File: src/sv/nps_pkg.sv
// Package for the nearest point search: sizes, operation codes and register map.
`default_nettype none

package nps_pkg;

  // Table geometry
  localparam int MAX_ENTRIES = 64;
  localparam int COORD_BITS  = 16;

  // Fixed field widths of the request and result ports
  localparam int OP_W        = 1;
  localparam int ENTRY_IDX_W = 6;
  localparam int COORD_IN_W  = 16;
  localparam int AREA_W      = 16;
  localparam int SCOUNT_W    = 7;

  // Derived sizes
  localparam int IDX_W  = (MAX_ENTRIES > 1) ? $clog2(MAX_ENTRIES) : 1;
  localparam int CNT_W  = $clog2(MAX_ENTRIES + 1);
  localparam int ROW_W  = 2 * COORD_BITS;
  localparam int DIFF_W = (COORD_BITS > AREA_W) ? COORD_BITS : AREA_W;
  localparam int SQ_W   = 2 * DIFF_W;
  localparam int DIST_W = SQ_W + 1;

  // Configuration port
  localparam int APB_ADDR_W = 4;
  localparam int APB_DATA_W = 32;
  localparam int REG_SEL_W  = 2;

  typedef enum logic [REG_SEL_W-1:0] {
    REG_AREA_WIDTH   = 2'd0,
    REG_AREA_HEIGHT  = 2'd1,
    REG_SENDER_COUNT = 2'd2,
    REG_UNUSED       = 2'd3
  } reg_sel_e;

  // Request operation codes
  localparam logic [OP_W-1:0] OP_WRITE = 1'b0;
  localparam logic [OP_W-1:0] OP_QUERY = 1'b1;

  // Reset values of the configuration registers
  localparam logic [AREA_W-1:0]   AREA_WIDTH_RST   = 16'hFFFF;
  localparam logic [AREA_W-1:0]   AREA_HEIGHT_RST  = 16'hFFFF;
  localparam logic [SCOUNT_W-1:0] SENDER_COUNT_RST = 7'd0;

endpackage

`default_nettype wire

File: src/sv/nearest_point_search.sv
// Nearest point search: position table, squared-distance scan and config registers.
// Operation: a query scans N active entries (N = sender_count, capped at the table size)
//   with busy high; the result strobe rises in the cycle after the last busy cycle.
// Throughput: one table entry per cycle, set by the single read port of the table;
//   a write request returns nothing and does not raise busy.
// Reset: control registers clear and config registers load their reset values at once;
// the table is unknown until written. done_o is a one-cycle strobe; the receiver cannot stall it.
`default_nettype none

module nearest_point_search (
  input  wire                            clk_i,
  input  wire                            rst_ni,
  // request channel
  input  wire                            start,
  output logic                           busy,
  input  wire  [nps_pkg::OP_W-1:0]        operation_i,
  input  wire  [nps_pkg::ENTRY_IDX_W-1:0] entry_index_i,
  input  wire  [nps_pkg::COORD_IN_W-1:0]  coord_x_i,
  input  wire  [nps_pkg::COORD_IN_W-1:0]  coord_y_i,
  // result channel
  output logic                           done_o,
  output logic [nps_pkg::ENTRY_IDX_W-1:0] nearest_index_o,
  output logic                           found_o,
  // configuration port
  input  wire                            psel,
  input  wire                            penable,
  input  wire                            pwrite,
  input  wire  [nps_pkg::APB_ADDR_W-1:0]  paddr,
  input  wire  [nps_pkg::APB_DATA_W-1:0]  pwdata,
  output logic [nps_pkg::APB_DATA_W-1:0]  prdata,
  output logic                           pready
);

  import nps_pkg::*;

  typedef enum logic [1:0] {
    ST_IDLE,
    ST_RUN,
    ST_DRAIN
  } state_e;

  // Token kinds that travel down the scan pipeline
  typedef enum logic [1:0] {
    TK_NONE,
    TK_BOUND,
    TK_ENTRY,
    TK_LAST
  } token_e;

  typedef struct packed {
    token_e            kind;
    logic [IDX_W-1:0]  idx;
  } tag_t;

  // Configuration registers
  logic [AREA_W-1:0]   area_width_q;
  logic [AREA_W-1:0]   area_height_q;
  logic [SCOUNT_W-1:0] sender_count_q;

  // Control
  state_e            state_q;
  logic [CNT_W-1:0]  iss_q;
  logic [CNT_W-1:0]  count_q;
  tag_t              tag1_q, tag2_q, tag3_q;
  logic [DIST_W-1:0] best_q;
  logic [IDX_W-1:0]  best_idx_q;
  logic              hit_q;

  // Datapath
  logic [ROW_W-1:0]      mem [MAX_ENTRIES];
  logic [ROW_W-1:0]      rd_data_q;
  logic [COORD_BITS-1:0] qx_q, qy_q;
  logic [DIFF_W-1:0]     dx_q, dy_q;
  logic [SQ_W-1:0]       sqx_q, sqy_q;

  logic                  accept;
  logic                  cfg_wr;
  reg_sel_e              reg_sel;
  logic                  wr_en;
  logic [IDX_W-1:0]      wr_addr;
  logic [ROW_W-1:0]      wr_data;
  logic [CNT_W-1:0]      count_sat;
  logic [COORD_BITS-1:0] ex, ey;
  logic [COORD_BITS-1:0] adx, ady;
  logic [DIST_W-1:0]     dist_sum;

  assign accept  = start && !busy;
  assign pready  = 1'b1;
  assign cfg_wr  = psel && penable && pwrite && pready;
  assign reg_sel = reg_sel_e'(paddr[APB_ADDR_W-1:APB_ADDR_W-REG_SEL_W]);

  // Config register writes
  always_ff @(posedge clk_i or negedge rst_ni) begin
    if (!rst_ni) begin
      area_width_q   <= AREA_WIDTH_RST;
      area_height_q  <= AREA_HEIGHT_RST;
      sender_count_q <= SENDER_COUNT_RST;
    end else if (cfg_wr) begin
      unique case (reg_sel)
        REG_AREA_WIDTH:   area_width_q   <= pwdata[AREA_W-1:0];
        REG_AREA_HEIGHT:  area_height_q  <= pwdata[AREA_W-1:0];
        REG_SENDER_COUNT: sender_count_q <= pwdata[SCOUNT_W-1:0];
        default: ;
      endcase
    end
  end

  // Config register reads
  always_comb begin
    unique case (reg_sel)
      REG_AREA_WIDTH:   prdata = APB_DATA_W'(area_width_q);
      REG_AREA_HEIGHT:  prdata = APB_DATA_W'(area_height_q);
      REG_SENDER_COUNT: prdata = APB_DATA_W'(sender_count_q);
      default:          prdata = '0;
    endcase
  end

  // Table write from a write request
  assign wr_en   = accept && (operation_i == OP_WRITE) &&
                   (32'(entry_index_i) < MAX_ENTRIES);
  assign wr_addr = IDX_W'(entry_index_i);
  assign wr_data = {COORD_BITS'(coord_y_i), COORD_BITS'(coord_x_i)};

  // Active entry count, capped at the table size
  assign count_sat = (32'(sender_count_q) > MAX_ENTRIES) ? CNT_W'(MAX_ENTRIES)
                                                         : CNT_W'(sender_count_q);

  // Position table: one write port, one registered read port
  always_ff @(posedge clk_i) begin
    if (wr_en) begin
      mem[wr_addr] <= wr_data;
    end
    rd_data_q <= mem[iss_q[IDX_W-1:0]];
  end

  // Absolute coordinate differences against the query point
  assign ex  = rd_data_q[COORD_BITS-1:0];
  assign ey  = rd_data_q[ROW_W-1:COORD_BITS];
  assign adx = (qx_q >= ex) ? (qx_q - ex) : (ex - qx_q);
  assign ady = (qy_q >= ey) ? (qy_q - ey) : (ey - qy_q);

  // Difference and square stages; the bound token carries width and height instead
  always_ff @(posedge clk_i) begin
    if (accept) begin
      qx_q <= COORD_BITS'(coord_x_i);
      qy_q <= COORD_BITS'(coord_y_i);
    end
    if (tag1_q.kind == TK_BOUND) begin
      dx_q <= DIFF_W'(area_width_q);
      dy_q <= DIFF_W'(area_height_q);
    end else begin
      dx_q <= DIFF_W'(adx);
      dy_q <= DIFF_W'(ady);
    end
    sqx_q <= SQ_W'(dx_q) * SQ_W'(dx_q);
    sqy_q <= SQ_W'(dy_q) * SQ_W'(dy_q);
  end

  assign dist_sum = DIST_W'(sqx_q) + DIST_W'(sqy_q);
  assign busy     = (state_q != ST_IDLE);

  // Sequencer, token pipeline, running minimum and result register
  always_ff @(posedge clk_i or negedge rst_ni) begin
    if (!rst_ni) begin
      state_q         <= ST_IDLE;
      iss_q           <= '0;
      count_q         <= '0;
      tag1_q          <= '{kind: TK_NONE, idx: '0};
      tag2_q          <= '{kind: TK_NONE, idx: '0};
      tag3_q          <= '{kind: TK_NONE, idx: '0};
      best_q          <= '0;
      best_idx_q      <= '0;
      hit_q           <= 1'b0;
      done_o          <= 1'b0;
      nearest_index_o <= '0;
      found_o         <= 1'b0;
    end else begin
      done_o <= 1'b0;
      tag1_q <= '{kind: TK_NONE, idx: '0};
      tag2_q <= tag1_q;
      tag3_q <= tag2_q;

      unique case (state_q)
        ST_IDLE: begin
          if (accept && (operation_i == OP_QUERY)) begin
            // bound token first, then the entries
            tag1_q  <= '{kind: TK_BOUND, idx: '0};
            iss_q   <= '0;
            count_q <= count_sat;
            state_q <= ST_RUN;
          end
        end
        ST_RUN: begin
          if (iss_q == count_q) begin
            tag1_q  <= '{kind: TK_LAST, idx: '0};
            state_q <= ST_DRAIN;
          end else begin
            tag1_q <= '{kind: TK_ENTRY, idx: iss_q[IDX_W-1:0]};
            iss_q  <= iss_q + CNT_W'(1);
          end
        end
        ST_DRAIN: begin
          if (tag3_q.kind == TK_LAST) begin
            state_q <= ST_IDLE;
          end
        end
        default: state_q <= ST_IDLE;
      endcase

      // Compare stage: strict less-than keeps the lowest index on a tie
      case (tag3_q.kind)
        TK_BOUND: begin
          best_q     <= dist_sum;
          best_idx_q <= '0;
          hit_q      <= 1'b0;
        end
        TK_ENTRY: begin
          if (dist_sum < best_q) begin
            best_q     <= dist_sum;
            best_idx_q <= tag3_q.idx;
            hit_q      <= 1'b1;
          end
        end
        TK_LAST: begin
          done_o          <= 1'b1;
          found_o         <= hit_q;
          nearest_index_o <= hit_q ? ENTRY_IDX_W'(best_idx_q) : '0;
        end
        default: ;
      endcase
    end
  end

endmodule

`default_nettype wire
File: config.mk
export PLATFORM = sky130hd
export DESIGN_NAME = nearest_point_search
export DESIGN_NICKNAME = d
export VERILOG_FILES = /design/src/sv/nps_pkg.sv /design/src/sv/nearest_point_search.sv
export SDC_FILE = /design/constraint.sdc
export NUM_CORES = 2
export LEC_CHECK = 0
export BUFFER_PORTS_ARGS = -buffer_cell sky130_fd_sc_hd__clkbuf_2
export CELL_PAD_IN_SITES_DETAIL_PLACEMENT = 1
export CELL_PAD_IN_SITES_GLOBAL_PLACEMENT = 2
export CORE_UTILIZATION = 53
export DETAILED_ROUTE_END_ITERATION = 8
export GPL_TIMING_DRIVEN = 0
export MAX_ROUTING_LAYER = met4
export PLACE_DENSITY_LB_ADDON = 0.1
export RECOVER_POWER = 25
export SLEW_MARGIN = 20
export SYNTH_ARGS = -nofsm -noshare
export SYNTH_HDL_FRONTEND = slang
export SYNTH_SLANG_ARGS = --single-unit
File: constraint.sdc
create_clock -name clk_i -period 11.72 [get_ports clk_i]
set_input_delay 0.586 -clock clk_i [delete_from_list [all_inputs] [get_ports clk_i]]
set_output_delay 0.586 -clock clk_i [all_outputs]
set_load 0.05 [all_outputs]
After elaboration in Yosys (flattened, before gate mapping)
Memories as Yosys holds them, arrays and structs flattened. A register that Yosys moved wholly into a read port is not among the register bits.
Index checks and enable logic that the tools add are counted.

word-level totals
  register bits = 255
  RAM bits = 2048
  bits of input ports = 81
  word-level logic and storage cells = 96
  memories kept = 1

operators by class
  $add $sub $neg = 6
  multipliers = 2
  order comparisons = 4
  equality and inequality tests = 14
  mux-type cells = 26
  bitwise gates (word level) = 1
  reductions and logical operators = 18

memory list
  memory  depth  bits a word  rd ports  clocked after Yosys merged registers in  wr ports  RTL line                    source
  mem     64     32           1         1                                        1         nearest_point_search.sv:70  logic [ROW_W-1:0] mem [MAX_ENTRIES];

operators with widths
  operator               count
  $pmux W33 S2           1
  $mul A16 B16 Y32       2
  $mux W16               4
  $sub A16 B16 Y16       4
  $pmux W16 S3           1
  $mux W7                5
  $add A32 B32 Y33       1
  $lt A33 B33 Y1         1
  $mux W33               1
  $ge A16 B16 Y1         2
  $pmux W8 S2            1
  $pmux W7 S2            1
  $mux W6                2
  $pmux W6 S2            1
  $ne A2 B2 Y1 const B   5
  $reduce_and A2 Y1      5
  $eq A2 B1 Y1 const B   4
  $eq A2 B2 Y1 const B   4
  $add A7 B1 Y7 const B  1
  $eq A7 B7 Y1           1
  $gt A7 B7 Y1 const B   1
  $mux W2                3
  $pmux W2 S3            1
  $reduce_and A3 Y1      2
  7 further kinds        17

Logic depth before layout (Yosys ltp)
  word-level depth = 6
  mapped depth = 25
  depth with buffers taken out = 24

Least setup slack after synthesis
OpenSTA, ideal clock, no wires.

  kind = reg-to-reg
  from = register dy_q[4]
  to = register sqy_q[30]
  setup time = 123 ps
  arrival time = 5948 ps
  required time = 11597 ps
  slack = 5648 ps
  cell stages (with the launch flop) = 23
  buffers on the path = 2
  period minus slack after synthesis = 6072 ps
  cells stage by stage = dfxtp_1 clkbuf_1 clkbuf_1 nand2_1 fa_1 fa_1 inv_1 fa_1 fa_1 fa_1 inv_1 fa_1 inv_1 ha_1 a21oi_1 o21ai_0 nor3_1 a21oi_1 a21o_1 or4b_1 a31oi_1 a21oi_1 xor2_1

on the way
  word-level cells in the longest chain between the ends = 1

ends and longest elaborated chain
  what                    RTL line                     source
  from (decl)             nearest_point_search.sv:73   logic [DIFF_W-1:0] dx_q, dy_q;
  from (signal assigned)  nearest_point_search.sv:150  dy_q <= DIFF_W'(area_height_q);
  from (signal assigned)  nearest_point_search.sv:153  dy_q <= DIFF_W'(ady);
  $mul A16 B16 Y32        nearest_point_search.sv:156  sqy_q <= SQ_W'(dy_q) * SQ_W'(dy_q);
  to (signal assigned)    nearest_point_search.sv:156
  to (decl)               nearest_point_search.sv:74   logic [SQ_W-1:0] sqx_q, sqy_q;

Every way passes these cells.
A chain may end at the register's enable or synchronous reset.

Worst setup path after layout
  from = register dx_q[9]
  to = register sqx_q[30]

on the way
  word-level cells in the longest chain between the ends = 1

ends and longest elaborated chain
  what                    RTL line                     source
  from (decl)             nearest_point_search.sv:73
  from (signal assigned)  nearest_point_search.sv:149  dx_q <= DIFF_W'(area_width_q);
  from (signal assigned)  nearest_point_search.sv:152  dx_q <= DIFF_W'(adx);
  $mul A16 B16 Y32        nearest_point_search.sv:155  sqx_q <= SQ_W'(dx_q) * SQ_W'(dx_q);
  to (signal assigned)    nearest_point_search.sv:155
  to (decl)               nearest_point_search.sv:74

Every way passes these cells.

==> summary.md <==
| Metric | Value |
|---|---|
| Final-stage net count | `approximately 7.2k` |
| Failing checks | `max-capacitance violations, max-slew violations` |
| Critical Path RT | `about 12000 ps` |
| Die height | `450 um` |
| Crit path largest cell delay | `between 600 and 700 ps` |
| First-pass GRT wire length | `437000 um` |
| Tmin final | `approximately 7500 ps` |
| Layout cells sized above 1 | `0.216` |
| Root Buffer | `clkbuf_16` |
| Clock Sinks | `2333` |
| Row count | `approximately 160` |
| Fin. max-slew vios | `roughly 1.2k` |
| DRT Pass-1 Iters | `5` |
| Average size of a mapped cell | `17.5 sq um` |
| Fmax | `0.134 GHz` |
| Vias in the first global route | `60.7k` |
| Total grt overflow | `0` |
| Endpoints failing hold | `0` |
| Status | `complete, but fails checks` |
| H-tree depth | `4` |
| Clock Latency Late Sink | `approximately 900 ps` |
| Core ar. | `between 0.15 and 0.2 sq mm` |
| Slew @ Worst Pin | `3680 ps` |
| Flops & latches, synth | `approximately 2.3k` |
| Die width | `between 400 and 500 um` |
| Clock tree buffer depth | `3` |
| Layout area overhead | `13.1%` |
| Tcrit/Tclk final | `0.639` |
| FFs w/ async S/R, synth | `0.0544` |
| # DRC | `0` |
| WS Path Type | `reg -> reg` |
| Tot GR Track Use | `0.317` |
| Worst EP arrival | `roughly 8000 ps` |
| Critical path, cell by cell | `clkbuf_1 -> and2_1 -> inv_1 -> fa_1 -> inv_1 -> fa_1 -> inv_1 -> fa_1 -> inv_1 -> fa_1 -> fa_1 -> inv_1 -> fa_1 -> inv_1 -> ha_1 -> o21ai_0 -> a21oi_1 -> a21oi_1 -> a21oi_1 -> o31ai_1 -> a21oi_1 -> o21ai_0 -> o21ai_0 -> xor2_1` |
| Worst-path maximum fanout | `10` |
| Antenna violations before repair | `29` |
| CP Launch Type | `register` |
| Maxcap violations | `25` |
| Post-DRT Antenna Nets | `0` |
| TritonCTS clock tree | `done` |
| Post-synthesis sequential area ratio | `0.641` |
| Number of synthesized flops with an enable pin | `around 2.1k` |
| Routed wire length | `roughly 310000 um` |
| # IOs | `around 120` |
| Reg clk slew, reported paths | `roughly 60 ps` |
| Num CTS Buffers | `between 200 and 250` |
| Wirelength per Cell | `32.8 um` |
| IO buf count | `84` |
| Vias/cell | `about 6.1` |
| Mapped cell area | `0.106 sq mm` |
| Initial DRC count | `5385` |
| RSZ-0062 raised after global routing | `false` |
| Top FF cell, synth | `edfxtp_1` |
| Vias | `about 57k` |
| Die ar. | `slightly above 0.2 sq mm` |
| Starting density of the core | `0.533` |
| Post-CTS sizing | `0` |
| Cells after Synth | `~6k` |
| Largest net degree at the start of global routing | `83` |
| Hold Path Class | `in -> reg` |
| Netlist cell types | `a little over 80` |
| Setup bufs post-CTS | `0` |
| Dpl hpwl | `220000 um` |
| Setup TNS | `0 ps` |
| GP Congestion | `approximately 0.9` |
| Crit-path slowest cell | `dfxtp_1` |
| Synth warnings | `0` |
| Final setup vio count | `0` |
| Slew HR | `-1.45` |
| CP endpoint kind | `register` |
| Setup Skew | `76.4 ps` |
==> sequential cells by signal, summed over array words and instances (netlist names) <==
name and cells:
sender_count_q 7, dy_q 16, count_q 7, qy_q 16, found_o 1, rd_data_q 32, area_width_q 16, done_o 1
tag1_q 8, sqy_q 31, mem 2048, hit_q 1, tag2_q 8, qx_q 16, iss_q 7, dx_q 16
sqx_q 31, area_height_q 16, best_q 33, tag3_q 8, nearest_index_o 6, state_q 2, best_idx_q 6
==> layer usage <==
layer | vias to the layer above | wire length [um] | GRT usage
li1 | 23892 | - | -
met1 | 30217 | 113000 | 0.381
met2 | 2426 | 155000 | 0.514
met3 | 544 | 24300 | 0.0654
met4 | 0 | 16100 | 0.154
met5 | - | 0 | -
==> kinds of logic (layout without fill, tap and decap cells) <==
family / Yosys count / after routing / synth area share
flip-flops: 2333 / 2333 / 0.641
buffers and inverters: 890 / 1511 / 0.0336
multiplexers: 783 / 783 / 0.150
AND/OR/NAND/NOR: 769 / 769 / 0.0343
adder cells (fa/ha/maj): 657 / 657 / 0.100
AO/OA/AOI/OAI: 501 / 501 / 0.0302
XOR/XNOR: 138 / 138 / 0.0114
other: 2 / 43 / 0.0000705
==> stage by stage <==
step | util | area, sq um | hold slack, ps | setup WS [ps] | cells
floorplan | - | 107000 | 290 | 5650 | 6088
global placement | 0.552 | 110000 | 333 | 4160 | 8828
detailed placement | 0.566 | 113000 | 336 | 4090 | 8918
CTS | 0.604 | 121000 | 1.50 | 4070 | 9364
global route | 0.603 | 120000 | 168 | 3670 | 9382
finish | 0.603 | 120000 | 189 | 4230 | 9391
==> final timing paths <==
path                                      from  slack (ps)                            end  cells after the start
setup / recovery               dx_q[9]$_DFF_P_        4230              sqx_q[30]$_DFF_P_                     24
hold / removal                        paddr[3]         190    area_width_q[3]$_DFFE_PN1P_                      3
setup reg to reg               dx_q[9]$_DFF_P_        4230              sqx_q[30]$_DFF_P_                     24
hold reg to reg            tag2_q[2]$_DFF_PN0_         340            tag3_q[2]$_DFF_PN0_                      0
max in group asynchronous               rst_ni        9110  sender_count_q[5]$_DFFE_PN0P_                      2
min in group asynchronous               rst_ni        1090         best_q[11]$_DFFE_PN0P_                      2
==> placed cells by master, fill, tap and decap left out, types with 51 or more instances in the layout <==
cell type     n
a211oi_1     51
dfxtp_1     126
buf_2        79
xnor2_1      83
nor2_4       64
nor2b_1      66
ha_1        329
clkbuf_1    212
a21oi_1     182
nand2_1     260
mux2i_1      65
mux2_2       76
clkbuf_2     58
o21ai_0      74
dfrtp_1      95
xor2_1       55
edfxtp_1   2080
clkinv_2     53
inv_1       620
a21o_1       59
clkbuf_16   233
and2_1       78
mux4_2      636
nor2_1      136
fa_1        328
==> what timing repair did <==
action                                  in CTS  in global routing
hold buffers                                17                  0
endpoints found under the hold margin       84                  0
endpoints found under the setup margin       0                  0
==> synth_stat cells (10+ instances only) <==
| master | number | area, sq um |
|---|---|---|
| or2_2 | 12 | 75.1 |
| nor3_1 | 18 | 90.1 |
| buf_6 | 10 | 113 |
| edfxtp_1 | 2080 | 62500 |
| nand2_1 | 260 | 976 |
| clkbuf_1 | 128 | 480 |
| nand3_1 | 31 | 155 |
| fa_1 | 328 | 6570 |
| a31oi_1 | 17 | 106 |
| and2_1 | 78 | 488 |
| mux2i_1 | 65 | 651 |
| ha_1 | 329 | 4120 |
| o21bai_1 | 13 | 97.6 |
| buf_1 | 37 | 139 |
| nor2b_1 | 66 | 413 |
| mux2_2 | 76 | 856 |
| a21o_1 | 59 | 443 |
| dfstp_2 | 32 | 841 |
| buf_2 | 76 | 380 |
| xor2_1 | 55 | 482 |
| buf_4 | 18 | 135 |
| mux4_2 | 636 | 14300 |
| a21oi_1 | 182 | 911 |
| nor2_1 | 200 | 751 |
| xnor2_1 | 83 | 727 |
| and3_1 | 27 | 169 |
| dfrtp_1 | 95 | 2380 |
| a211oi_1 | 51 | 383 |
| nand2b_1 | 17 | 106 |
| o21ai_0 | 74 | 370 |
| dfxtp_1 | 126 | 2520 |
| nand3b_1 | 13 | 97.6 |
| nand4_1 | 16 | 100 |
| inv_1 | 621 | 2330 |
| o21a_1 | 13 | 97.6 |
==> worst max-delay path: cells and delay by family (launching register included) <==
kind | cells | cell delay, ps
adders and majority gates | 7 | 3280
AOI/OAI and AO/OA | 8 | 2140
buffers and inverters | 7 | 830
DFF | 1 | 670
and+or+nand+nor | 1 | 280
xor gates and xnor gates | 1 | 160
==> final cells by class <==
class / count / area, sq um
diodes: 26 / 65.1
plain buffers: 269 / 1260
clock buffers: 292 / 6110
clock inverters: 137 / 1400
fillers: 17466 / 79300
inverters: 621 / 2330
multi-input cells: 2865 / 35200
flip-flops and latches: 2333 / 68200
well taps: 2656 / 3320
repair buffers: 192 / 2470
Power is not shown: default switching activity piles up to over one toggle a cycle in this logic, so the estimate is an artifact.
